===== config.mk =====
export PLATFORM = sky130hd
export DESIGN_NAME = vbfc_store
export DESIGN_NICKNAME = d
export VERILOG_FILES = /design/src/rtl/vbfc_pkg.sv /design/src/rtl/vbfc_store.sv
export SDC_FILE = /design/constraint.sdc
export NUM_CORES = 1
export LEC_CHECK = 0
export ABC_CLOCK_PERIOD_IN_PS = 2700
export BUFFER_PORTS_ARGS = -buffer_cell sky130_fd_sc_hd__buf_2
export CORE_ASPECT_RATIO = 1.5
export CORE_MARGIN = 2
export CORE_UTILIZATION = 45
export DETAILED_ROUTE_END_ITERATION = 10
export PLACE_DENSITY = 0.69
export SETUP_SLACK_MARGIN = 0.15
export SLEW_MARGIN = 15
export SYNTH_ARGS = -nofsm -noshare
export SYNTH_HDL_FRONTEND = slang
export SYNTH_SLANG_ARGS = --single-unit

===== constraint.sdc =====
create_clock -name clk -period 2.7 [get_ports clk]
set_input_delay 0.135 -clock clk [delete_from_list [all_inputs] [get_ports clk]]
set_output_delay 0.135 -clock clk [all_outputs]
set_load 0.05 [all_outputs]

===== src/rtl/vbfc_pkg.sv =====
// vbfc_pkg: shared widths and register indexes of the voxel boundary face color block.
// Standalone package; used by vbfc_store and voxel_boundary_face_color.
package vbfc_pkg;

    localparam int VAL_W     = 8;   // voxel value and face color width
    localparam int SIZE_W    = 7;   // size register width
    localparam int POS_W     = 6;   // reported coordinate width
    localparam int CFG_IDX_W = 2;   // configuration register index width

    typedef enum logic [CFG_IDX_W-1:0] {
        CFG_SIZE_X = 2'd0,
        CFG_SIZE_Y = 2'd1,
        CFG_SIZE_Z = 2'd2
    } cfg_index_t;

endpackage


===== src/rtl/vbfc_store.sv =====
// vbfc_store: single-port read-first voxel store with a registered read port.
// Depends on vbfc_pkg for the value width.
module vbfc_store #(
    parameter int DEPTH = 64,
    parameter int AW    = 6
) (
    input  logic                       clk,
    input  logic                       en,
    input  logic [AW-1:0]              addr,
    input  logic [vbfc_pkg::VAL_W-1:0] wdata,
    output logic [vbfc_pkg::VAL_W-1:0] rdata
);
    import vbfc_pkg::*;

    logic [VAL_W-1:0] mem [DEPTH];
    logic [VAL_W-1:0] rdata_reg;

    // Read the old contents and write the new value in the same cycle.
    always_ff @(posedge clk)
    begin
        if (en)
        begin
            rdata_reg <= mem[addr];
            mem[addr] <= wdata;
        end
    end

    assign rdata = rdata_reg;

endmodule


# Yosys cells after proc, flatten, opt, wreduce, memory -nomap -nowiden

Memories as Yosys holds them, arrays and structs flattened. A register that Yosys moved wholly into a read port is not among the register bits.
Cells that the tools add are included.

Mux-type cells: 2

Operators by type and width:

| operator          | count |
|---|---|
| two-way mux 1 bit | 2 |

Bits in registers: 0
Bits in writable memories: 512
Input port bits: 16
Output and inout port bits: 8
Logic and storage cells: 3
Memories: 1

Memories:

| name | depth | bits a word | rd ports | clocked after Yosys merged registers in | wr ports | line             | source |
|---|---|---|---|---|---|---|---|
| mem  | 64    | 8           | 1        | 1                                       | 1        | vbfc_store.sv:15 | `logic [VAL_W-1:0] mem [DEPTH];` |

# Longest topological paths before layout

Word-level depth: 2
Mapped depth: 10
Mapped depth without buffers: 5

# Worst setup path before layout

Ideal clock, no wire load.

Path type: input to register
Start point: in addr[1]
End point: mem mem[13][0], enable pin
Library setup time: 0.370 ns
Arrival: 1.863 ns
Required time: 2.330 ns
Slack: 0.466 ns
Stages on the path: 7
Path buffers: 4
Cells stage by stage: buf_6 > buf_6 > nor2b_1 > clkbuf_1 > clkbuf_1 > nand3_1 > nor2_1

RTL lines:

| what        | line             | source |
|---|---|---|
| from (decl) | vbfc_store.sv:9  | `input logic [AW-1:0] addr,` |
| to (decl)   | vbfc_store.sv:15 |  |

No word-level cell before the write port.

==> results.toml <==
[sta]
period_share = 0.930
fmax_ghz = 0.398
tightest_slew_ns = 0.810
relSlewSlack = 0.459
rsz0062_at_grt = "false"
setup_tns_ns = 0
min_period_ns = 2.51
setup_viol_count_final = 0
hold_violations = 0
drv_slew = 0
finClkSkew_ns = 0.0262

[final_layout]
multi_input_area_um2 = 4530
regArea_um2 = 15600
syn2layout_area_growth_pct = 16.1
drive_gt1_frac = 0.227
fillers = 3539
diodes = 0
largest_register_ff_count = 512
nNetsFinal = 1343
final_cells = 1944

[worst_setup_path]
cp_slowest_cell = "mux4_2"
cp_num_buf_inv = 1
critPathTopFamily = "multiplexers"
rr_worst_depth = 6
cp-startpoint = "mem[0][1]"
r2r-start = "mem[0][1]"
critPathMaxFanout = 1
r2r-end = "rdata[1]"
endpoint = "rdata[1]"
crit_type = "reg2reg"
required_ns = 3.01
path_cells = "mux4_2 -> mux2i_1 -> o22a_1 -> o311ai_0 -> buf_4 -> or4_1"
cpPeakStageDelay_ns = 0.51
path_depth = 6
start_kind = "flop"
cp-end-kind = "flop"
r2r_slack_ns = 0.19
arrival_ns = 2.82

[synth]
synth_top_area_share = 0.761
synth-adder-area-share = 0
synth_most_common_cell = "edfxtp_1"
postSynthAreaPerCell_um2 = 17.5
synthXorXnorAreaFrac = 0
yosysUniqueCellTypes = 55
ys_ff_latch = 520
synth_compound_area_frac = 0.0804
syn_inst = 1171
synth_edf_count = 520
muxShareOfSynthArea = 0.0823
syn_area_um2 = 20500
synth_area_leaders = "edfxtp_1 (76%), mux4_2 (4.5%), mux2i_1 (3.1%)"
synth_top_family_by_area = "multiplexers"
syn_nets = 1187
yosys_warnings = 0
ys_seq_area_frac = 0.761
synthArstFlopShare = 0
synth_area_leader_cell = "edfxtp_1"
ys.flop_type = "edfxtp_1"
synthSimpleGateAreaFrac = 0.0569
synthTopCellsByCount = "edfxtp_1 (520), nor2_1 (82), mux2i_1 (63)"

[cts]
clock_path_buffers = 3
cts_root_buf = "clkbuf_16"
clkTransAtPathRegs_ns = 0.06
numCtsBuffers = 44
numClockSinks = 520
htree_num_levels = 2
cts_tree = "yes"
clk_latency_ns = 0.57

[worst_hold_path]
holdCritPathClass = "in2reg"
hold_path_depth = 1

[global_route]
grt_max_degree = 45
grt_use_total = 0.233
antenna_found_initial = 2
grt_pass1_wl_um = 79600
first_global_vias = 12132
overflow = 0

[floorplanning]
die_h_um = 266
rows = 95
dieArea_um2 = 47400
top_level_ports = 24
die_x_um = 178
initial_core_util = 0.457
core_um2 = 44900

[run_status]
status = "finished clean"

[route]
vias = 11939
detail-route-antenna-nets = 0
avgViaCountPerCell = 6.14
drc = 0
wirelength_um = 54700
dr.pass1.iters = 5
wire_per_inst_um = 28.1
drtIter0Drc = 1462

[power_and_ir_drop]
p_sw_uw = 3510
p_int_uw = 12900
power_density_nw_per_um2 = 687
leakage_uw = 0.00790
pwr-share-seq = 0.548
p_sw_frac = 0.214
ir_drop_v = 0.000510
clkPwrFrac = 0.387
p_comb_frac = 0.064

[place]
placed_cells = 1862
routabilityCongestion = 0.980
port_buffers = 23
post-dp-hpwl_um = 37400

[flow_run]
drv_cap = 0
-- layer usage --
| layer | GRT usage | wire [µm] | up-vias |
|---|---|---|---|
| li1 | - | - | 5056 |
| met1 | 0.267 | 19000 | 6134 |
| met2 | 0.406 | 28300 | 569 |
| met3 | 0.0330 | 3590 | 176 |
| met4 | 0.149 | 3730 | 4 |
| met5 | 0 | 26 | - |
-- cell usage in the layout, fill, tap and decap left out, drive strengths merged, types with 22 or more instances in the layout --
cell,synthesis,routed
edfxtp,520,520
buf,45,190
nor2,82,82
mux2i,63,63
clkbuf,36,54
nand2,45,45
mux4,41,41
a22oi,40,40
a21oi,28,28
nand2b,24,24
o22ai,22,22
-- logic make-up (layout without fill, tap and decap cells) --
| kind of cell | Yosys count | count (layout) |
|---|---|---|
| flops | 520 | 520 |
| simple gates | 229 | 229 |
| compound gates | 222 | 222 |
| mux | 116 | 116 |
| buf+inv | 84 | 275 |
-- power groups by stage --
stage	Sequential (µW)	Combinational, µW	Clock [µW]
2_1_floorplan	9180	485	0
3_3_place_gp	9140	1020	0
3_5_place_dp	9150	1040	0
4_1_cts	8970	1040	6390
5_1_grt	8970	1100	6680
6_report	8970	1050	6340
-- layout make-up --
type / count / area share
Sequential cell: 520 / 0.655
Multi-Input combinational cell: 567 / 0.190
Clock buffer: 54 / 0.0487
Timing Repair Buffer: 191 / 0.0641
Inverter: 3 / 0.000473
Tap cell: 582 / 0.0306
Clock inverter: 27 / 0.0109
-- per-stage QoR --
step	setup slack [ns]	util	area (µm²)	power (µW)	hold WS, ns
after floorplan	0.466	-	20500	9670	0.234
after global placement	-0.0557	0.498	22400	10200	0.579
after detailed placement	-0.105	0.498	22400	10200	0.577
after CTS	0.192	0.530	23800	16400	0.0384
after global routing	0.166	0.530	23800	16800	0.0647
final	0.190	0.530	23800	16400	0.0469
-- what timing repair did --
action                                 in CTS  in global routing
setup buffers                               0                  0
endpoints found under the hold margin       8                  0
gates resized for setup                     0                  1
hold buffers                                1                  0
setup endpoints to repair                   0                  1
-- how the worst min path moves through the flow --
stage                        start    endpoint  slack [ns]
after global placement          en    rdata[7]        0.58
after CTS                 wdata[5]  mem[36][5]        0.04
after global routing      wdata[5]  mem[10][5]        0.06
final                     wdata[5]  mem[36][5]        0.05
after floorplan           wdata[0]   mem[0][0]        0.23
after detailed placement        en    rdata[7]        0.58
Power figures use the tool's default switching activity.
